<file path="src/rtl/profile_sweep_vertex_generator_top_macros.svh">
// assertion helpers for the vertex generator, clocked on clk, off during reset
`ifndef PROFILE_SWEEP_VERTEX_GENERATOR_TOP_MACROS_SVH
`define PROFILE_SWEEP_VERTEX_GENERATOR_TOP_MACROS_SVH

// same-cycle implication
`define PVG_ASSERT_IMPL(name, ante, cons, msg) \
  name: assert property (@(posedge clk) disable iff (!rst_n) (ante) |-> (cons)) \
    else $error(msg);

// next-cycle implication
`define PVG_ASSERT_NEXT(name, ante, cons, msg) \
  name: assert property (@(posedge clk) disable iff (!rst_n) (ante) |=> (cons)) \
    else $error(msg);

`endif

</file>
<file path="src/rtl/pvg_pkg.sv">
`timescale 1ns / 1ps
`default_nettype none

package pvg_pkg;

  localparam int COORD_W  = 32;
  localparam int IDX_W    = 18;
  localparam int SLC_W    = 7;
  localparam int PTS_W    = 13;
  localparam int PHASE_W  = 32;
  localparam int CFG_W    = 32;

  // cordic datapath
  localparam int CORDIC_STEPS = 30;
  localparam int AB_W         = 34;
  localparam int ANG_W        = 33;
  localparam int FRAC_W       = 30;
  localparam int PROD_W       = 2 * COORD_W;
  localparam int SUM_W        = PROD_W + 1;

  localparam logic signed [AB_W-1:0] CORDIC_GAIN = 34'sd652032874;

  typedef logic signed [ANG_W-1:0] ang_t;

  localparam ang_t ATAN_TAB [CORDIC_STEPS] = '{
    33'sd536870912, 33'sd316933406, 33'sd167458907, 33'sd85004756, 33'sd42667331,
    33'sd21354465,  33'sd10679838,  33'sd5340245,   33'sd2670163,  33'sd1335087,
    33'sd667544,    33'sd333772,    33'sd166886,    33'sd83443,    33'sd41722,
    33'sd20861,     33'sd10430,     33'sd5215,      33'sd2608,     33'sd1304,
    33'sd652,       33'sd326,       33'sd163,       33'sd81,       33'sd41,
    33'sd20,        33'sd10,        33'sd5,         33'sd3,        33'sd1
  };

  // configuration port
  typedef logic [1:0]       cfg_idx_t;
  typedef logic [CFG_W-1:0] cfg_data_t;

  localparam cfg_idx_t REG_SLICES = 2'd0;
  localparam cfg_idx_t REG_POINTS = 2'd1;
  localparam cfg_idx_t REG_ANGLE  = 2'd2;

  localparam logic [SLC_W-1:0]   SLICES_RST = 7'd16;
  localparam logic [PTS_W-1:0]   POINTS_RST = 13'd16;
  localparam logic [PHASE_W-1:0] ANGLE_RST  = 32'h1000_0000;

  localparam logic [SLC_W-1:0] MIN_SLICES = 7'd3;
  localparam logic [PTS_W-1:0] MIN_POINTS = 13'd3;

  typedef enum logic {
    KIND_PASS,
    KIND_RING
  } kind_t;

  // one classified point waiting for the back end
  typedef struct packed {
    kind_t                     kind;
    logic [IDX_W-1:0]          idx;
    logic [PTS_W-1:0]          step;
    logic [SLC_W-1:0]          count;
    logic signed [COORD_W-1:0] x;
    logic signed [COORD_W-1:0] y;
    logic signed [COORD_W-1:0] z;
  } entry_t;

  // one vertex launched into the rotator
  typedef struct packed {
    logic                      valid;
    logic                      pass;
    logic                      last;
    logic [IDX_W-1:0]          idx;
    logic [PHASE_W-1:0]        phase;
    logic signed [COORD_W-1:0] x;
    logic signed [COORD_W-1:0] y;
    logic signed [COORD_W-1:0] z;
  } issue_t;

  // sideband carried along the rotator stages
  typedef struct packed {
    logic                      pass;
    logic                      last;
    logic                      neg;
    logic [IDX_W-1:0]          idx;
    logic signed [COORD_W-1:0] x;
    logic signed [COORD_W-1:0] y;
    logic signed [COORD_W-1:0] z;
  } side_t;

endpackage

`default_nettype wire

</file>
<file path="src/rtl/pvg_issue.sv">
`timescale 1ns / 1ps
`default_nettype none

module pvg_issue #(
  parameter int MAX_SLICES = 64
) (
  input  logic                        clk,
  input  logic                        rst_n,
  input  logic                        q_valid,
  input  pvg_pkg::entry_t             q_head,
  input  logic [pvg_pkg::PHASE_W-1:0] angle_step,
  input  logic                        adv,
  output logic                        q_pop,
  output pvg_pkg::issue_t             iss
);
  import pvg_pkg::*;

  localparam int JW = $clog2(MAX_SLICES);

  logic [JW-1:0]      j_r;
  logic [JW-1:0]      j_nxt;
  logic [PHASE_W-1:0] phase_r;
  logic [PHASE_W-1:0] phase_nxt;
  logic [IDX_W-1:0]   off_r;
  logic [IDX_W-1:0]   off_nxt;
  logic               is_pass;
  logic               is_last;
  logic               fire;

  assign is_pass = (q_head.kind == KIND_PASS);
  assign is_last = is_pass || ((SLC_W'(j_r) + SLC_W'(1)) == q_head.count);
  assign fire    = q_valid && adv;
  assign q_pop   = fire && is_last;

  always_comb begin
    iss.valid = q_valid;
    iss.pass  = is_pass;
    iss.last  = is_last;
    iss.idx   = q_head.idx + off_r;
    iss.phase = phase_r;
    iss.x     = q_head.x;
    iss.y     = q_head.y;
    iss.z     = q_head.z;
  end

  // slice, phase and index offset step together; all back to zero after a run
  always_comb begin
    j_nxt     = j_r;
    phase_nxt = phase_r;
    off_nxt   = off_r;
    if (fire && is_last) begin
      j_nxt     = '0;
      phase_nxt = '0;
      off_nxt   = '0;
    end else if (fire) begin
      j_nxt     = j_r + JW'(1);
      phase_nxt = phase_r + angle_step;
      off_nxt   = off_r + IDX_W'(q_head.step);
    end
  end

  always_ff @(posedge clk) begin
    if (!rst_n) begin
      j_r     <= '0;
      phase_r <= '0;
      off_r   <= '0;
    end else begin
      j_r     <= j_nxt;
      phase_r <= phase_nxt;
      off_r   <= off_nxt;
    end
  end

endmodule

`default_nettype wire

</file>
<file path="config.mk">
export PLATFORM = sky130hd
export DESIGN_NAME = pvg_issue
export DESIGN_NICKNAME = d
export VERILOG_FILES = /design/src/rtl/profile_sweep_vertex_generator_top_macros.svh /design/src/rtl/pvg_pkg.sv /design/src/rtl/pvg_issue.sv
export SDC_FILE = /design/constraint.sdc
export NUM_CORES = 1
export LEC_CHECK = 0
export BUFFER_PORTS_ARGS = -buffer_cell sky130_fd_sc_hd__buf_2
export CORE_AREA = 2 2 126 128
export DETAILED_ROUTE_END_ITERATION = 7
export DIE_AREA = 0 0 128 130
export HOLD_SLACK_MARGIN = 0.12
export PLACE_DENSITY_LB_ADDON = 0.05
export SETUP_SLACK_MARGIN = 0.1
export SKIP_LAST_GASP = 1
export SLEW_MARGIN = 20
export SYNTH_ARGS = -nofsm -noshare
export SYNTH_HDL_FRONTEND = slang
export SYNTH_SLANG_ARGS = --single-unit
</file>
<file path="constraint.sdc">
create_clock -name clk -period 5.03 [get_ports clk]
set_input_delay 0.2515 -clock clk [delete_from_list [all_inputs] [get_ports clk]]
set_output_delay 0.2515 -clock clk [all_outputs]
set_load 0.02 [all_outputs]
</file>
==> run summary <==
Status -> finished clean
Post-Route WL -> 14800 um
Met2 WL -> 6730 um
Leading area contributor after synthesis -> dfxtp_1
I/O pin total -> 321
Top delay family on crit path -> compound AO/OA/AOI/OAI gates
Rows -> 46
Worst Reg-to-Reg Cells -> 12
Drt pass-1 iters -> 5
# setup viols final -> 0
WP data arrival -> 2.98 ns
DR vias -> 5193
Worst path slowest cell -> fa_1
CP startpoint -> off_r[0]
Ant diodes -> 0
Share of layout cells above drive strength 1 -> 21.2%
Setup_tns -> 0 ns
Yosys top cell area share -> 18.9%
Tmin final -> 3.23 ns
R2r endpoint -> off_r[16]
DRC Markers -> 0
Core area -> 15400 um2
Tcrit/Tclk final -> 64.2%
FF-to-FF setup slack -> 2.25 ns
Slew of the pin with the lowest slew margin -> 0.740 ns
WP data required -> 4.78 ns
Area Overhead vs Synth -> 4.26%
Clk_skew -> 0.00877 ns
Hold path depth -> 2
Final #Nets -> 1024
Pint -> 923 uW
Initial antenna violation count -> 0
Routability cong. -> 0.870
Critical path class -> flop to output port
GR Util All Layers -> 17.3%
Slew headroom -> 50.7%
Sequential-to-total area share from yosys stat -> 18.9%
Setup Fix Bufs, Post-CTS -> 0
Wire length per cell -> 15.1 um
H-tree Lvls -> 2
Top_reg_cell synth -> dfxtp_1
CTS Root Cell -> clkbuf_16
First-pass GRT wire length -> 23600 um
Distinct cell type count after synthesis -> 61
Mean Syn Cell Area -> 7.65 um2
Hold path startpoint -> rst_n
Cell area after layout -> 6180 um2
Critical path, cell by cell -> ha_1 -> inv_1 -> fa_1 -> nor2b_1 -> o21ai_0 -> a21boi_1 -> o211ai_1 -> a211o_1 -> a31oi_1 -> nand4b_1 -> a21oi_1 -> xnor2_1 -> buf_2
Met1 WL -> 6740 um
Area of the die -> 16600 um2
Die span in y -> 130 um
R2r startpoint -> off_r[0]
CTS Buf Count -> 5
Detailed placer's ending HPWL -> 11500 um
Crit path buf inv count -> 2
Post-synth ARST share -> 0%
Peak VDD IR -> 0.147 mV
Top-count cell post-synth -> buf_4
Top post-synthesis cells by count -> buf_4, nand2_1, a21oi_1, nor2_1, ha_1
Syn Nets -> 1011
Top routing layer used -> met4
Total congestion overflow -> 0
Flop pwr share -> 34.3%
Met3 routed WL -> 886 um
Number of synthesized flops with an enable pin -> 0
Cts repair resizes -> 0
PwrDens -> 229 nW/um2
Clock-pin slew on the worst setup and hold paths -> 0.08 ns
Synth Register Bits -> 56
Switching share of power -> 34.7%
Syn. warnings -> 0
Number of DRC markers in iteration 0 -> 165
Worst-Skew Late Latency -> 0.30 ns
CP peak stage delay -> 0.39 ns
Net switching power -> 491 uW
Clock sinks -> 56
Starting Density -> 38.4%
Worst setup SP type -> flop
Chip width -> 128 um
Hold Path Class -> primary input to flop
CTS tree -> built
RSZ-0062 raised after global routing -> no
Peak fanout along the critical path -> 3
Final Slew Violations -> 0
Vias per inst -> 5.29
Hold path endpoint -> phase_r[28]
Worst setup EP type -> output port
Max_cap viols -> 0
Buffers added on ports -> 128
Endpoints failing hold -> 0
Combinational power share -> 35.7%
Hold buffers post-CTS -> 0
Vias in the first global route -> 5019
Area contributors post-synth -> dfxtp_1, ha_1, buf_4
Max Clk Rate -> 310 MHz
Static Leak -> 2.94 nW
Clock Path Buffers -> 2
Post-Syn Area -> 5930 um2
Area post-placement -> 5970 um2
Largest net degree at the start of global routing -> 68
Antenna-violating nets left -> 0
Clock Power Share -> 29.9%
Mapped Cells -> 775
flip-flops by register name (all words and copies together), names as in the netlist:
| signal | count |
|---|---|
| phase_r | 32 |
| j_r | 6 |
| off_r | 18 |
kinds of logic after synthesis:
family | after synthesis | synth area share [%]
AO/OA/AOI/OAI | 207 | 23.6
multiplexers | 1 | 0.169
AND/OR/NAND/NOR | 229 | 17.3
flip-flops | 56 | 18.9
buffers and inverters | 151 | 16.2
adder cells (fa/ha/maj) | 65 | 14.1
XOR/XNOR | 66 | 9.75
cell usage in the layout (no fill, tap or decap), types with 10 or more instances in the layout:
| master | n |
|---|---|
| a211oi_1 | 10 |
| a21o_1 | 28 |
| a21oi_1 | 77 |
| and3_1 | 10 |
| buf_2 | 128 |
| dfxtp_1 | 56 |
| ha_1 | 62 |
| inv_1 | 25 |
| nand2_1 | 78 |
| nand3_1 | 24 |
| nor2_1 | 72 |
| nor3_1 | 12 |
| o21ai_0 | 18 |
| xnor2_1 | 44 |
| xor2_1 | 22 |
power by group through the flow:
stage	registers (mW)	logic, mW	clock network, mW
after floorplan	0.510	0.464	0
after global placement	0.496	0.502	0
after detailed placement	0.497	0.501	0
after CTS	0.486	0.505	0.445
after global routing	0.490	0.563	0.462
final	0.486	0.505	0.423
metal layers:
layer / GRT usage (%) / vias to the layer above
met5: 0 / -
met4: 7.43 / 0
met3: 3.90 / 29
met2: 29.7 / 176
met1: 20.9 / 2347
li1: - / 2641
worst max path at each step:
stage             endpoint  slack [ns]  cells after the start
2_1_floorplan     iss[142]        2.25                     11
3_3_place_gp   phase_r[20]        2.09                      9
3_5_place_dp    phase_r[8]        2.00                      9
4_1_cts           iss[144]        1.77                     13
5_1_grt           iss[142]        1.54                     12
6_report          iss[144]        1.80                     13
cell type report:
class                           instances  area, um2
Clock buffer                            6        139
Tap cell                              192        240
Clock inverter                          2       38.8
Timing Repair Buffer                  132        691
Inverter                               25       93.8
Multi-Input combinational cell        568       3860
Fill cell                            1637       9250
Sequential cell                        56       1120
metrics by stage:
stage / power [mW] / worst slack (ns) / utilization, % / cells / hold WS, ns
after global routing: 1.51 / 1.54 / 40.1 / 981 / 0.285
after floorplan: 0.974 / 2.25 / - / 775 / 0.452
after CTS: 1.44 / 1.77 / 39.9 / 980 / 0.288
after detailed placement: 0.998 / 2.00 / 38.7 / 972 / 0.467
final: 1.41 / 1.80 / 40.1 / 981 / 0.297
after global placement: 0.998 / 2.09 / 38.7 / 972 / 0.460
(Power assumes the default switching activity.)
