--- config.mk ---
export PLATFORM = sky130hd
export DESIGN_NAME = pvg_front_flat
export DESIGN_NICKNAME = d
export VERILOG_FILES = /design/src/rtl/profile_sweep_vertex_generator_top_macros.svh /design/src/rtl/pvg_pkg.sv /design/src/rtl/pvg_in_if.sv /design/src/rtl/pvg_front.sv /design/src/flat_wrapper.sv
export SDC_FILE = /design/constraint.sdc
export NUM_CORES = 1
export LEC_CHECK = 0
export BUFFER_PORTS_ARGS = -buffer_cell sky130_fd_sc_hd__buf_4
export CAP_MARGIN = 20
export CORE_AREA = 4 4 138 140
export DETAILED_ROUTE_END_ITERATION = 8
export DIE_AREA = 0 0 142 144
export GPL_TIMING_DRIVEN = 0
export SLEW_MARGIN = 20
export SYNTH_ARGS = -nofsm -noshare
export SYNTH_HDL_FRONTEND = slang
export SYNTH_SLANG_ARGS = --single-unit
--- constraint.sdc ---
create_clock -name clk -period 10.4 [get_ports clk]
set_clock_uncertainty 0.05 [all_clocks]
set_input_delay 1.56 -clock clk [delete_from_list [all_inputs] [get_ports clk]]
set_output_delay 1.56 -clock clk [all_outputs]
set_load 0.01 [all_outputs]
--- src/rtl/profile_sweep_vertex_generator_top_macros.svh ---
// assertion helpers for the vertex generator, clocked on clk, off during reset
`ifndef PROFILE_SWEEP_VERTEX_GENERATOR_TOP_MACROS_SVH
`define PROFILE_SWEEP_VERTEX_GENERATOR_TOP_MACROS_SVH

// same-cycle implication
`define PVG_ASSERT_IMPL(name, ante, cons, msg) \
  name: assert property (@(posedge clk) disable iff (!rst_n) (ante) |-> (cons)) \
    else $error(msg);

// next-cycle implication
`define PVG_ASSERT_NEXT(name, ante, cons, msg) \
  name: assert property (@(posedge clk) disable iff (!rst_n) (ante) |=> (cons)) \
    else $error(msg);

`endif

--- src/rtl/pvg_pkg.sv ---
`timescale 1ns / 1ps
`default_nettype none

package pvg_pkg;

  localparam int COORD_W  = 32;
  localparam int IDX_W    = 18;
  localparam int SLC_W    = 7;
  localparam int PTS_W    = 13;
  localparam int PHASE_W  = 32;
  localparam int CFG_W    = 32;

  // cordic datapath
  localparam int CORDIC_STEPS = 30;
  localparam int AB_W         = 34;
  localparam int ANG_W        = 33;
  localparam int FRAC_W       = 30;
  localparam int PROD_W       = 2 * COORD_W;
  localparam int SUM_W        = PROD_W + 1;

  localparam logic signed [AB_W-1:0] CORDIC_GAIN = 34'sd652032874;

  typedef logic signed [ANG_W-1:0] ang_t;

  localparam ang_t ATAN_TAB [CORDIC_STEPS] = '{
    33'sd536870912, 33'sd316933406, 33'sd167458907, 33'sd85004756, 33'sd42667331,
    33'sd21354465,  33'sd10679838,  33'sd5340245,   33'sd2670163,  33'sd1335087,
    33'sd667544,    33'sd333772,    33'sd166886,    33'sd83443,    33'sd41722,
    33'sd20861,     33'sd10430,     33'sd5215,      33'sd2608,     33'sd1304,
    33'sd652,       33'sd326,       33'sd163,       33'sd81,       33'sd41,
    33'sd20,        33'sd10,        33'sd5,         33'sd3,        33'sd1
  };

  // configuration port
  typedef logic [1:0]       cfg_idx_t;
  typedef logic [CFG_W-1:0] cfg_data_t;

  localparam cfg_idx_t REG_SLICES = 2'd0;
  localparam cfg_idx_t REG_POINTS = 2'd1;
  localparam cfg_idx_t REG_ANGLE  = 2'd2;

  localparam logic [SLC_W-1:0]   SLICES_RST = 7'd16;
  localparam logic [PTS_W-1:0]   POINTS_RST = 13'd16;
  localparam logic [PHASE_W-1:0] ANGLE_RST  = 32'h1000_0000;

  localparam logic [SLC_W-1:0] MIN_SLICES = 7'd3;
  localparam logic [PTS_W-1:0] MIN_POINTS = 13'd3;

  typedef enum logic {
    KIND_PASS,
    KIND_RING
  } kind_t;

  // one classified point waiting for the back end
  typedef struct packed {
    kind_t                     kind;
    logic [IDX_W-1:0]          idx;
    logic [PTS_W-1:0]          step;
    logic [SLC_W-1:0]          count;
    logic signed [COORD_W-1:0] x;
    logic signed [COORD_W-1:0] y;
    logic signed [COORD_W-1:0] z;
  } entry_t;

  // one vertex launched into the rotator
  typedef struct packed {
    logic                      valid;
    logic                      pass;
    logic                      last;
    logic [IDX_W-1:0]          idx;
    logic [PHASE_W-1:0]        phase;
    logic signed [COORD_W-1:0] x;
    logic signed [COORD_W-1:0] y;
    logic signed [COORD_W-1:0] z;
  } issue_t;

  // sideband carried along the rotator stages
  typedef struct packed {
    logic                      pass;
    logic                      last;
    logic                      neg;
    logic [IDX_W-1:0]          idx;
    logic signed [COORD_W-1:0] x;
    logic signed [COORD_W-1:0] y;
    logic signed [COORD_W-1:0] z;
  } side_t;

endpackage

`default_nettype wire

--- src/rtl/pvg_in_if.sv ---
`timescale 1ns / 1ps
`default_nettype none

interface pvg_in_if;
  logic                               valid;
  logic                               ready;
  logic signed [pvg_pkg::COORD_W-1:0] px;
  logic signed [pvg_pkg::COORD_W-1:0] py;
  logic signed [pvg_pkg::COORD_W-1:0] pz;

  modport source (output valid, output px, output py, output pz, input ready);
  modport sink (input valid, input px, input py, input pz, output ready);
endinterface

`default_nettype wire

--- src/rtl/pvg_front.sv ---
`timescale 1ns / 1ps
`default_nettype none

module pvg_front #(
  parameter int MAX_POINTS = 4096,
  parameter int MAX_SLICES = 64
) (
  input  logic                        clk,
  input  logic                        rst_n,
  pvg_in_if.sink                      in_pt,
  input  logic [pvg_pkg::SLC_W-1:0]   cfg_slices,
  input  logic [pvg_pkg::PTS_W-1:0]   cfg_points,
  input  logic                        q_full,
  output logic                        q_push,
  output pvg_pkg::entry_t             q_entry
);
  import pvg_pkg::*;

  localparam int PTS_MAX = (1 << PTS_W) - 1;
  localparam int PCAP    = (MAX_POINTS < PTS_MAX) ? MAX_POINTS : PTS_MAX;
  localparam int PW      = $clog2(PCAP);
  localparam int MW      = PTS_W + SLC_W;

  logic [PW-1:0]    pt_cnt_r;
  logic [PW-1:0]    pt_cnt_nxt;
  logic [SLC_W-1:0] s_cl;
  logic [PTS_W-1:0] p_cl;
  logic [PTS_W-1:0] ring;
  logic             is_bottom;
  logic             is_top;
  logic [MW-1:0]    cap_prod;
  logic [IDX_W-1:0] cap_idx;

  always_comb begin
    if (cfg_slices < MIN_SLICES) begin
      s_cl = MIN_SLICES;
    end else if (cfg_slices > SLC_W'(MAX_SLICES)) begin
      s_cl = SLC_W'(MAX_SLICES);
    end else begin
      s_cl = cfg_slices;
    end
  end

  always_comb begin
    if (cfg_points < MIN_POINTS) begin
      p_cl = MIN_POINTS;
    end else if (cfg_points > PTS_W'(PCAP)) begin
      p_cl = PTS_W'(PCAP);
    end else begin
      p_cl = cfg_points;
    end
  end

  assign ring      = p_cl - PTS_W'(2);
  assign is_bottom = (pt_cnt_r == '0);
  // a counter left beyond the end by a config change counts as the top
  assign is_top    = !is_bottom && (PTS_W'(pt_cnt_r) >= p_cl - PTS_W'(1));
  assign cap_prod  = MW'(ring) * MW'(s_cl);
  assign cap_idx   = cap_prod[IDX_W-1:0] + (is_bottom ? IDX_W'(1) : IDX_W'(0));

  always_comb begin
    if (is_bottom) begin
      pt_cnt_nxt = PW'(1);
    end else if (is_top) begin
      pt_cnt_nxt = '0;
    end else begin
      pt_cnt_nxt = pt_cnt_r + PW'(1);
    end
  end

  assign in_pt.ready = !q_full;
  assign q_push      = in_pt.valid && !q_full;

  always_comb begin
    q_entry.kind  = (is_bottom || is_top) ? KIND_PASS : KIND_RING;
    q_entry.idx   = (is_bottom || is_top) ? cap_idx : IDX_W'(pt_cnt_r) - IDX_W'(1);
    q_entry.step  = ring;
    q_entry.count = s_cl;
    q_entry.x     = in_pt.px;
    q_entry.y     = in_pt.py;
    q_entry.z     = in_pt.pz;
  end

  always_ff @(posedge clk) begin
    if (!rst_n) begin
      pt_cnt_r <= '0;
    end else if (q_push) begin
      pt_cnt_r <= pt_cnt_nxt;
    end
  end

endmodule

`default_nettype wire

--- src/flat_wrapper.sv ---
// flat-port wrapper written by rule: the top's interface ports become plain ports
module pvg_front_flat import pvg_pkg::*;
#(
  parameter int MAX_POINTS = 4096,
  parameter int MAX_SLICES = 64
)
  (clk, rst_n, cfg_slices, cfg_points, q_full, q_push, q_entry, in_pt_valid, in_pt_px, in_pt_py, in_pt_pz, in_pt_ready);
  pvg_in_if in_pt_i ();
  input  logic clk;
  input  logic rst_n;
  input  logic [pvg_pkg::SLC_W-1:0] cfg_slices;
  input  logic [pvg_pkg::PTS_W-1:0] cfg_points;
  input  logic q_full;
  output logic q_push;
  output pvg_pkg::entry_t q_entry;
  input wire logic [$bits(in_pt_i.valid)-1:0] in_pt_valid;
  input wire logic [$bits(in_pt_i.px)-1:0] in_pt_px;
  input wire logic [$bits(in_pt_i.py)-1:0] in_pt_py;
  input wire logic [$bits(in_pt_i.pz)-1:0] in_pt_pz;
  output wire logic [$bits(in_pt_i.ready)-1:0] in_pt_ready;
  assign in_pt_i.valid = in_pt_valid;
  assign in_pt_i.px = in_pt_px;
  assign in_pt_i.py = in_pt_py;
  assign in_pt_i.pz = in_pt_pz;
  assign in_pt_ready = in_pt_i.ready;
  pvg_front #(.MAX_POINTS(MAX_POINTS), .MAX_SLICES(MAX_SLICES)) u_core (.clk(clk), .rst_n(rst_n), .in_pt(in_pt_i), .cfg_slices(cfg_slices), .cfg_points(cfg_points), .q_full(q_full), .q_push(q_push), .q_entry(q_entry));
endmodule
==> impl_metrics.json <==
{
  "rsz0062_at_grt": "false",
  "grt_max_degree": 11,
  "critPathKind": "input pin to output pin",
  "cts.sinks": 12,
  "clockRootBuffer": "clkbuf_16",
  "slew_headroom_pct": 36.86,
  "finalMaxSlewViolations": 0,
  "status": "complete, no violations",
  "ir_drop_mv": 0.05545,
  "dr.pass1.iters": 5,
  "synth_top_area_share_pct": 20.29,
  "synth.avg_cell_area_um2": 7.569,
  "synth_most_common_cell": "nor2_1",
  "place.gp.congestion": 0.8792,
  "powerDensity_nw_per_um2": 124.0,
  "ys_seq_area_share_pct": 4.593,
  "core.rowCount": 49,
  "crit_fanout": 10,
  "holdCritPathClass": "register to register",
  "via_per_inst": 4.602,
  "synth_top_area_cell": "fa_1",
  "start_util_pct": 29.31,
  "clk_latency_ps": 240,
  "cp.arrival_ps": 8290,
  "startpoint": "cfg_points[4]",
  "start_kind": "input pin",
  "antenna_found_initial": 0,
  "grt_pass1_vias": 4711,
  "path_clk_slew_ps": 40,
  "endpoint": "q_entry[133]",
  "cts_max_level": 1,
  "io_pins": 257,
  "synth_warnings": 0,
  "wl_per_cell_um": 13.71,
  "final.setup.tns_ps": 0,
  "routed_wirelength_mm": 14.84,
  "endpoint_kind": "output pin",
  "grt.total_usage_pct": 13.76,
  "syn_to_final_growth_pct": 30.14,
  "numCtsBuffers": 3,
  "core_area_um2": 17840,
  "worstPathRequired_ps": 8790,
  "regMostFlops": "u_core.pt_cnt_r",
  "vias": 4984,
  "synth_commonest_cells": "nor2_1, buf_4, inv_1",
  "r2r_start": "u_core.pt_cnt_r[0]",
  "hpwl_mm": 12.93,
  "fmax_mhz": 101.0,
  "async_flop_share_pct": 0,
  "die-height_um": 144,
  "synth_top_flop_cell": "dfxtp_1",
  "post-route-min-period_ps": 9897,
  "rrSetupSlack_ps": 8060,
  "synthTopCellsByArea": "fa_1, buf_4, ha_1, nor2_1, xnor2_1",
  "tightest_slew_ps": 923.3,
  "final_nets": 1078,
  "synth_edf_count": 0,
  "final_cells": 1083,
  "cts_tree": "yes",
  "synth_cells": 691,
  "grt_remaining_overflow": 0,
  "hold_slack_ps": 539.3,
  "dpl.cell_count": 1079,
  "synth_cell_types": 69,
  "drt_iter0_drc": 243,
  "hold_viol_final": 0,
  "grt_pass1_wl_mm": 23.44,
  "drc": 0,
  "drv_cap": 0,
  "final_util_pct": 38.15,
  "ys_ff_latch": 12,
  "reg_top3": "u_core.pt_cnt_r x12",
  "reg2reg_to": "u_core.pt_cnt_r[9]",
  "largest_register_ffs": 12,
  "hp-start": "u_core.pt_cnt_r[10]",
  "cts_buffer_depth": 2,
  "finalSetupViolCount": 0,
  "holdBufCountCts": 0,
  "numPortBuffers": 155,
  "drive_above_1_share_pct": 33.84,
  "p_leak_nw": 3.473,
  "die_width_um": 142,
  "drtAntennaViolNets": 0,
  "n_antenna_cell": 0,
  "synth_area_um2": 5230,
  "r2r.worst_path.cells": 11,
  "die_area_um2": 20450,
  "finalCritPeriodShare_pct": 95.16
}
## kinds of logic after synthesis
family,count (synthesis),share of synthesized area (%)
AND/OR/NAND/NOR,226,19.81
buffers and inverters,202,22.44
adder cells (fa/ha/maj),103,32.25
AO/OA/AOI/OAI,98,12.66
XOR/XNOR,46,7.703
flip-flops,12,4.593
other,2,0.1436
multiplexers,2,0.4067
## per-stage QoR
step | worst slack [ps] | area (um^2) | total power, W
after floorplan | 1171 | 5245 | 0.0005186
after global placement | 63.79 | 6695 | 0.0007746
after detailed placement | 41.04 | 6700 | 0.0007725
after CTS | 14.17 | 6789 | 0.0008581
after global routing | 42.34 | 6807 | 0.0009396
final | 503.4 | 6807 | 0.0008440
## worst min path at each step
stage	to	cells past startpoint
global placement	u_core.pt_cnt_r[10]	2
global route	u_core.pt_cnt_r[10]	2
CTS	u_core.pt_cnt_r[10]	2
floorplan	u_core.pt_cnt_r[1]	2
detailed placement	u_core.pt_cnt_r[10]	2
finish	u_core.pt_cnt_r[10]	2
## repair_timing
item | 4_1_cts | 5_1_grt
resized for setup | 0 | 4
setup endpoints to repair | 0 | 9
setup buffers | 0 | 0
## metal layers
layer | vias up | GRT usage, % | wire length (um)
li1 | 2469 | - | -
met1 | 2292 | 18.74 | 6509
met2 | 215 | 23.03 | 6824
met3 | 8 | 3.307 | 1425
met4 | 0 | 1.364 | 83
met5 | - | 0 | 0
## layout by cell type (no fill, tap or decap), types with 3 or more instances in the layout
cell	synthesis	routed
dfxtp_1	12	12
nor4_1	8	7
and2_1	3	3
inv_1	75	75
nor2b_1	6	6
xor2_1	13	13
o21ai_0	22	21
clkbuf_16	0	3
nand3_1	12	12
o211ai_1	3	3
fa_1	53	53
clkbuf_8	2	3
nand2b_1	9	9
ha_1	50	50
nor3_1	12	12
a31oi_1	3	3
buf_2	4	4
xnor2_1	33	33
nor3b_1	3	3
nor2_1	112	111
clkbuf_1	13	13
a21oi_1	29	29
a21o_1	5	5
a211oi_1	4	3
conb_1	2	6
buf_4	99	254
nand2_1	41	41
o21bai_1	3	3
nand4_1	4	4
clkinv_1	3	3
o21a_1	4	4
## power by group
part,total (W),switching (W),internal [W]
logic,0.000719,0.000383,0.000336
registers,0.0000470,0.000000513,0.0000465
clock network,0.0000778,0.0000198,0.0000580
total,0.000844,0.000404,0.000440
## worst max-delay path, stage by stage
cell	delay, ps
buf_4	110
clkbuf_1	260
nor4_4	280
and3_1	270
nor2_1	70
nor2_2	270
inv_1	250
ha_1	270
buf_2	180
and4_2	230
or3_1	360
buf_6	150
nor2_1	130
fa_1	460
fa_1	530
fa_1	560
inv_1	60
fa_1	530
inv_1	40
ha_1	330
a21o_1	220
a2111o_1	430
a211oi_1	210
a311o_1	170
xnor2_1	120
nor2_1	60
buf_4	140
## cell type report
cell class / instances / area, um^2
clock buffer: 4 / 88.84
fill: 1896 / 11030
buffer: 122 / 873.3
timing repair buffer: 155 / 1164
multi-input combinational: 481 / 3854
sequential: 12 / 240.2
tap: 229 / 286.5
inverter: 80 / 300.3
Power figures use the tool's default switching activity.
