===== src/rtl/profile_sweep_vertex_generator_top_macros.svh =====
// assertion helpers for the vertex generator, clocked on clk, off during reset
`ifndef PROFILE_SWEEP_VERTEX_GENERATOR_TOP_MACROS_SVH
`define PROFILE_SWEEP_VERTEX_GENERATOR_TOP_MACROS_SVH

// same-cycle implication
`define PVG_ASSERT_IMPL(name, ante, cons, msg) \
  name: assert property (@(posedge clk) disable iff (!rst_n) (ante) |-> (cons)) \
    else $error(msg);

// next-cycle implication
`define PVG_ASSERT_NEXT(name, ante, cons, msg) \
  name: assert property (@(posedge clk) disable iff (!rst_n) (ante) |=> (cons)) \
    else $error(msg);

`endif


===== src/rtl/pvg_pkg.sv =====
`timescale 1ns / 1ps
`default_nettype none

package pvg_pkg;

  localparam int COORD_W  = 32;
  localparam int IDX_W    = 18;
  localparam int SLC_W    = 7;
  localparam int PTS_W    = 13;
  localparam int PHASE_W  = 32;
  localparam int CFG_W    = 32;

  // cordic datapath
  localparam int CORDIC_STEPS = 30;
  localparam int AB_W         = 34;
  localparam int ANG_W        = 33;
  localparam int FRAC_W       = 30;
  localparam int PROD_W       = 2 * COORD_W;
  localparam int SUM_W        = PROD_W + 1;

  localparam logic signed [AB_W-1:0] CORDIC_GAIN = 34'sd652032874;

  typedef logic signed [ANG_W-1:0] ang_t;

  localparam ang_t ATAN_TAB [CORDIC_STEPS] = '{
    33'sd536870912, 33'sd316933406, 33'sd167458907, 33'sd85004756, 33'sd42667331,
    33'sd21354465,  33'sd10679838,  33'sd5340245,   33'sd2670163,  33'sd1335087,
    33'sd667544,    33'sd333772,    33'sd166886,    33'sd83443,    33'sd41722,
    33'sd20861,     33'sd10430,     33'sd5215,      33'sd2608,     33'sd1304,
    33'sd652,       33'sd326,       33'sd163,       33'sd81,       33'sd41,
    33'sd20,        33'sd10,        33'sd5,         33'sd3,        33'sd1
  };

  // configuration port
  typedef logic [1:0]       cfg_idx_t;
  typedef logic [CFG_W-1:0] cfg_data_t;

  localparam cfg_idx_t REG_SLICES = 2'd0;
  localparam cfg_idx_t REG_POINTS = 2'd1;
  localparam cfg_idx_t REG_ANGLE  = 2'd2;

  localparam logic [SLC_W-1:0]   SLICES_RST = 7'd16;
  localparam logic [PTS_W-1:0]   POINTS_RST = 13'd16;
  localparam logic [PHASE_W-1:0] ANGLE_RST  = 32'h1000_0000;

  localparam logic [SLC_W-1:0] MIN_SLICES = 7'd3;
  localparam logic [PTS_W-1:0] MIN_POINTS = 13'd3;

  typedef enum logic {
    KIND_PASS,
    KIND_RING
  } kind_t;

  // one classified point waiting for the back end
  typedef struct packed {
    kind_t                     kind;
    logic [IDX_W-1:0]          idx;
    logic [PTS_W-1:0]          step;
    logic [SLC_W-1:0]          count;
    logic signed [COORD_W-1:0] x;
    logic signed [COORD_W-1:0] y;
    logic signed [COORD_W-1:0] z;
  } entry_t;

  // one vertex launched into the rotator
  typedef struct packed {
    logic                      valid;
    logic                      pass;
    logic                      last;
    logic [IDX_W-1:0]          idx;
    logic [PHASE_W-1:0]        phase;
    logic signed [COORD_W-1:0] x;
    logic signed [COORD_W-1:0] y;
    logic signed [COORD_W-1:0] z;
  } issue_t;

  // sideband carried along the rotator stages
  typedef struct packed {
    logic                      pass;
    logic                      last;
    logic                      neg;
    logic [IDX_W-1:0]          idx;
    logic signed [COORD_W-1:0] x;
    logic signed [COORD_W-1:0] y;
    logic signed [COORD_W-1:0] z;
  } side_t;

endpackage

`default_nettype wire


===== src/rtl/pvg_queue.sv =====
`timescale 1ns / 1ps
`default_nettype none

module pvg_queue (
  input  logic            clk,
  input  logic            rst_n,
  input  logic            push,
  input  pvg_pkg::entry_t wr_entry,
  input  logic            pop,
  output logic            rd_valid,
  output pvg_pkg::entry_t rd_entry,
  output logic            full
);
  import pvg_pkg::*;

  // power of two, pointers wrap on their own
  localparam int DEPTH = 2;
  localparam int AW    = $clog2(DEPTH);
  localparam int CW    = $clog2(DEPTH + 1);

  entry_t         mem_r [DEPTH];
  logic [AW-1:0]  wr_ptr_r;
  logic [AW-1:0]  rd_ptr_r;
  logic [CW-1:0]  cnt_r;

  assign full     = (cnt_r == CW'(DEPTH));
  assign rd_valid = (cnt_r != '0);
  assign rd_entry = mem_r[rd_ptr_r];

  always_ff @(posedge clk) begin
    if (push) begin
      mem_r[wr_ptr_r] <= wr_entry;
    end
  end

  always_ff @(posedge clk) begin
    if (!rst_n) begin
      wr_ptr_r <= '0;
      rd_ptr_r <= '0;
      cnt_r    <= '0;
    end else begin
      if (push) begin
        wr_ptr_r <= wr_ptr_r + AW'(1);
      end
      if (pop) begin
        rd_ptr_r <= rd_ptr_r + AW'(1);
      end
      case ({push, pop})
        2'b10:   cnt_r <= cnt_r + CW'(1);
        2'b01:   cnt_r <= cnt_r - CW'(1);
        default: cnt_r <= cnt_r;
      endcase
    end
  end

endmodule

`default_nettype wire


===== config.mk =====
export PLATFORM = sky130hd
export DESIGN_NAME = pvg_queue
export DESIGN_NICKNAME = d
export VERILOG_FILES = /design/src/rtl/profile_sweep_vertex_generator_top_macros.svh /design/src/rtl/pvg_pkg.sv /design/src/rtl/pvg_queue.sv
export SDC_FILE = /design/constraint.sdc
export NUM_CORES = 1
export LEC_CHECK = 0
export ABC_AREA = 1
export BUFFER_PORTS_ARGS = -buffer_cell sky130_fd_sc_hd__clkbuf_2
export CAP_MARGIN = 20
export CELL_PAD_IN_SITES_DETAIL_PLACEMENT = 1
export CELL_PAD_IN_SITES_GLOBAL_PLACEMENT = 1
export CORE_MARGIN = 1.5
export CORE_UTILIZATION = 35
export DETAILED_ROUTE_END_ITERATION = 10
export PLACE_DENSITY_LB_ADDON = 0.1
export SETUP_SLACK_MARGIN = 0.5
export SLEW_MARGIN = 20
export SYNTH_ARGS = -nofsm -noshare
export SYNTH_HDL_FRONTEND = slang
export SYNTH_SLANG_ARGS = --single-unit
export TNS_END_PERCENT = 1

===== constraint.sdc =====
create_clock -name clk -period 10.55 [get_ports clk]
set_input_delay 3.165 -clock clk [delete_from_list [all_inputs] [get_ports clk]]
set_output_delay 3.165 -clock clk [all_outputs]
set_load 0.03 [all_outputs]

==> results.sh, run 1 <==
export IMPL_tns_ns=0
export IMPL_grt_first_pass_wirelength_microns=32600
export IMPL_synth_seq_area_share=0.808
export IMPL_clk_latency_ns=0.55
export IMPL_min_from="rd_ptr_r"
export IMPL_dr_total_vias=5168
export IMPL_hold_viol_final=0
export IMPL_layout_commonest_cell="clkbuf_2"
export IMPL_crit_path_start_kind="register"
export IMPL_grt_start_max_net_pins=73
export IMPL_grt_usage=0.139
export IMPL_critical_path_class="reg2out"
export IMPL_antenna_found_initial=1
export IMPL_route_detailed_drc=0
export IMPL_via_per_inst=4.44
export IMPL_r2r_start="wr_ptr_r"
export IMPL_ctsHoldBuffers=0
export IMPL_drtPass1Iterations=6
export IMPL_cts_setup_buffers=0
export IMPL_cts_tree="built"
export IMPL_period_share=0.624
export IMPL_finalPower_mw=2.55
export IMPL_drt_wl_total_microns=21000
export IMPL_dr_first_iter_drc_count=254
export IMPL_dieArea_sq_um=30100
export IMPL_worstMarginPinSlew_ns=1.02
export IMPL_nets=893
export IMPL_min_period_ns=6.58
export IMPL_final_cell_mix="clkbuf_2 (275), edfxtp_1 (270), mux2_2 (85)"
export IMPL_status="completed"
export IMPL_fmax_mhz=152
export IMPL_syn_inst=455
export IMPL_yosysWarnings=0
export IMPL_worst_setup_path_end_kind="output port"
export IMPL_synth_nets=595
export IMPL_ctsResizeCount=0
export IMPL_syn_area_sq_um=10200
export IMPL_worstPathRequired_ns=7.39
export IMPL_reg2reg_setup_slack_ns=8.08
export IMPL_numCtsBuffers=31
export IMPL_area_delta_synth_final_pct=26.7
export IMPL_io_pins=276
export IMPL_grt_overflow=0
export IMPL_fp_row_count=62
export IMPL_fp_coreArea_sq_um=28600
export IMPL_report_final_setup_viol=0
export IMPL_crit_fanout=49
export IMPL_die_h_microns=173
export IMPL_crit_arrival_ns=3.41
export IMPL_first_global_vias=5745
export IMPL_io_buffers=275
export IMPL_cts_max_level=1
export IMPL_p_per_area_nw_per_um2=198
export IMPL_path_clk_slew_ns=0.06
export IMPL_clock_sinks=275
export IMPL_gp_congestion=0.712
export IMPL_synth_distinct_cells=13
export IMPL_dp_hpwl_microns=14000
export IMPL_hp_class="reg2reg"
export IMPL_p_leak_nw=4.99
export IMPL_cap_violations=0
export IMPL_fin_worst_skew_ns=0.0187
export IMPL_drtAntennaViolNets=0
export IMPL_max_slew_margin_rel=0.319
export IMPL_start_util=0.355
export IMPL_rsz0062_at_grt="no"
export IMPL_clk_path_buf_depth=3
export IMPL_root_buffer="clkbuf_16"
export IMPL_fp_dieW_microns=173
export IMPL_synth_avg_cell_area_sq_um=22.3
export IMPL_vdd_ir_drop_worst_uv=125
export IMPL_wl_per_cell_microns=18.1
export IMPL_ys_seq_elements=275
export IMPL_holdWs_ns=0.505
export IMPL_r2r_end="mem_r[1][94]"
export IMPL_maxSlewViolCount=0
export IMPL_worstHoldPathCells=2
export IMPL_reg2reg_depth=3
export IMPL_drive_above_1_share=0.593
[flip-flops by register name (all words and copies together), names as in the netlist, named ones only]
signal and flops:
rd_ptr_r 1, mem_r 270, wr_ptr_r 1, cnt_r 2
[worst max-delay path by stage]
stage,from,to,slack (ns)
after global placement,register,rd_entry[56],4.49
final,register,rd_entry[4],3.97
after detailed placement,register,rd_entry[4],4.44
after CTS,register,rd_entry[4],3.82
after floorplan,push,mem_r[0][0],1.04
after global routing,register,rd_entry[4],3.71
[kinds of logic after synthesis]
kind of cell,share of synthesized area
muxes,0.168
AOI/OAI and AO/OA,0.000984
adders and majority gates,0.00123
DFF,0.808
buffers and inverters,0.0139
and+or+nand+nor,0.00800
[final cells by class]
cell class	count	area, sq um
fillers	2801	15700
flip-flops and latches	275	8210
multi-input cells	159	1820
repair buffers	280	1410
clock buffers	38	802
well taps	384	480
clock inverters	20	123
inverters	6	25.0
diodes	1	2.50
[worst max-delay path, stage by stage (launching register included)]
cell	delay, ns
dfxtp_4	0.78
buf_4	0.68
buf_4	0.76
mux2_2	0.42
clkbuf_2	0.19
[metrics by stage]
step | utilization | cell area [sq um] | std cells | worst slack, ns
3_3_place_gp | 0.417 | 12000 | 1104 | 4.49
3_5_place_dp | 0.417 | 12000 | 1104 | 4.44
2_1_floorplan | - | 10200 | 455 | 1.04
5_1_grt | 0.450 | 12900 | 1163 | 3.71
4_1_cts | 0.450 | 12900 | 1162 | 3.82
6_report | 0.450 | 12900 | 1163 | 3.97
[where the power goes]
group	internal (mW)	switching [mW]	total, mW
registers	1.27	0.0185	1.29
clock network	0.561	0.407	0.968
logic	0.107	0.190	0.298
total	1.94	0.616	2.55
[cells in the mapped netlist]
cell | count | share of area
nand4_1 | 1 | 0.00062
dfxtp_1 | 5 | 0.0099
edfxtp_1 | 270 | 0.80
mux2_4 | 50 | 0.074
buf_6 | 7 | 0.0078
inv_1 | 6 | 0.0022
mux2_2 | 85 | 0.094
o21ai_0 | 1 | 0.00049
nand2_1 | 9 | 0.0033
nor2_1 | 11 | 0.0041
ha_1 | 1 | 0.0012
buf_2 | 8 | 0.0039
a21oi_1 | 1 | 0.00049
[metal layers]
metal	wire (microns)	vias up	track usage
met3	1620	36	0.0432
met5	0	-	0
li1	-	2402	-
met1	8070	2557	0.160
met2	10800	173	0.247
met4	569	0	0.0417
(Power assumes the default switching activity.)
==> inputs of run 2 (changes only) <==
==> constraint.sdc (replaced) <==
create_clock -name clk -period 6.25 [get_ports clk]
set_input_delay 1.875 -clock clk [delete_from_list [all_inputs] [get_ports clk]]
set_output_delay 1.875 -clock clk [all_outputs]
set_load 0.03 [all_outputs]
==> results.sh, run 2 (synthesis gave the netlist of run 1 again) <==
export IMPL_status="completed"
export IMPL_p_per_area_nw_per_um2=333
export IMPL_final_cell_mix="clkbuf_2 (275), edfxtp_1 (270), mux2_2 (85)"
export IMPL_first_global_vias=5847
export IMPL_fp_row_count=62
export IMPL_ctsHoldBuffers=0
export IMPL_top_layer="met5"
export IMPL_period_share=0.702
export IMPL_place_ws_ns=2.37
export IMPL_grt_overflow=0
export IMPL_worstPathRequired_ns=4.38
export IMPL_grt_start_max_net_pins=107
export IMPL_grt_usage=0.144
export IMPL_cp_top_family="flip-flops"
export IMPL_layout_commonest_cell="clkbuf_2"
export IMPL_report_final_setup_viol=0
export IMPL_drtAntennaViolNets=0
export IMPL_largest_register_ffs=270
export IMPL_critPathSlowestCell="dfxtp_4"
export IMPL_antenna_found_initial=3
export IMPL_final_util=0.450
export IMPL_vdd_ir_drop_worst_uv=224
export IMPL_critPathMaxStageDelay_ns=0.80
export IMPL_io_buffers=275
export IMPL_hold_viol_final=0
export IMPL_path_clk_slew_ns=0.06
export IMPL_rsz0062_at_grt="no"
export IMPL_tns_ns=0
export IMPL_met1_length_microns=8030
export IMPL_grt_first_pass_wirelength_microns=33400
export IMPL_cts_setup_buffers=0
export IMPL_numCtsBuffers=30
export IMPL_clock_sinks=275
export IMPL_cap_violations=0
export IMPL_ctsResizeCount=0
export IMPL_wl_per_cell_microns=18.6
export IMPL_placed_cell_area_sq_um=12000
export IMPL_cts_tree="built"
export IMPL_fin_ws_ns=1.87
export IMPL_crit_arrival_ns=2.51
export IMPL_die_h_microns=173
export IMPL_route_detailed_drc=0
export IMPL_p_leak_nw=4.97
export IMPL_regMostFlops="mem_r"
export IMPL_maxSlewViolCount=0
export IMPL_holdWs_ns=0.525
export IMPL_drive_above_1_share=0.589
export IMPL_cts_max_level=1
export IMPL_gp_congestion=0.698
export IMPL_dp_hpwl_microns=14600
export IMPL_post_route_cell_area_sq_um=12900
export IMPL_dr_total_vias=5159
export IMPL_max_slew_margin_rel=0.302
export IMPL_crit_path_start_kind="register"
export IMPL_crit_fanout=68
export IMPL_worst_path_buf_inv=2
export IMPL_min_period_ns=4.38
export IMPL_worst_setup_path_end_kind="output port"
export IMPL_diodes=0
export IMPL_routed_wl_met2_microns=10900
export IMPL_hp_class="reg2reg"
export IMPL_root_buffer="clkbuf_16"
export IMPL_via_per_inst=4.46
export IMPL_fin_worst_skew_ns=0.0263
export IMPL_dieArea_sq_um=30100
export IMPL_clk_latency_ns=0.55
export IMPL_worstMarginPinSlew_ns=1.05
export IMPL_io_pins=276
export IMPL_area_delta_synth_final_pct=26.8
export IMPL_fp_coreArea_sq_um=28600
export IMPL_nets=891
export IMPL_clk_path_buf_depth=3
export IMPL_reg_top3="mem_r: 270 flops, cnt_r: 2 flops"
export IMPL_drt_wl_total_microns=21600
export IMPL_fp_dieW_microns=173
export IMPL_path_cells="buf_12 -> mux2_2 -> clkbuf_2"
export IMPL_dr_first_iter_drc_count=232
export IMPL_start_util=0.355
export IMPL_drtPass1Iterations=4
export IMPL_wl_met3_microns=2160
export IMPL_fmax_mhz=228
export IMPL_critical_path_class="reg2out"
export IMPL_n_fill_cell=2795
run 2: path summary, 6_finish.rpt:
path	startpoint	to	slack, ns	depth (start not counted)
setup / recovery	register	rd_entry[13]	1.87	3
hold / removal	rd_ptr_r	rd_ptr_r	0.52	2
hold reg to reg	rd_ptr_r	rd_ptr_r	0.52	2
setup reg to reg	wr_ptr_r	mem_r[1][41]	4.02	3
run 2: cell type report:
| cell class | instances | area, sq um | area share |
|---|---|---|---|
| flip-flops and latches | 275 | 8210 | 0.637 |
| multi-input cells | 159 | 1820 | 0.141 |
| repair buffers | 279 | 1430 | 0.111 |
| clock buffers | 47 | 865 | 0.0671 |
| well taps | 384 | 480 | 0.0373 |
| clock inverters | 8 | 46.3 | 0.00359 |
| inverters | 6 | 27.5 | 0.00214 |
run 2: worst register-to-register path, delay by kind of cell (launching register included):
family | cells | cell delay [ns]
buffers and inverters | 2 | 1.31
flip-flops | 1 | 0.40
AND/OR/NAND/NOR | 1 | 0.15
run 2: routing by layer:
| metal | track usage | vias to the layer above |
|---|---|---|
| li1 | - | 2384 |
| met1 | 0.160 | 2544 |
| met2 | 0.252 | 186 |
| met3 | 0.0621 | 39 |
| met4 | 0.0362 | 6 |
| met5 | 0 | - |
run 2: through the flow:
stage / cells / power, mW
final: 1158 / 4.29
after global routing: 1158 / 4.45
after CTS: 1158 / 4.35
after detailed placement: 1103 / 2.73
after global placement: 1103 / 2.71
after floorplan: 455 / 2.55
run 2: power by group:
part,switching [mW],internal [mW],total (mW)
Clock,0.668,0.942,1.61
Combinational,0.323,0.183,0.506
Sequential,0.0325,2.14,2.17
Total,1.02,3.26,4.29
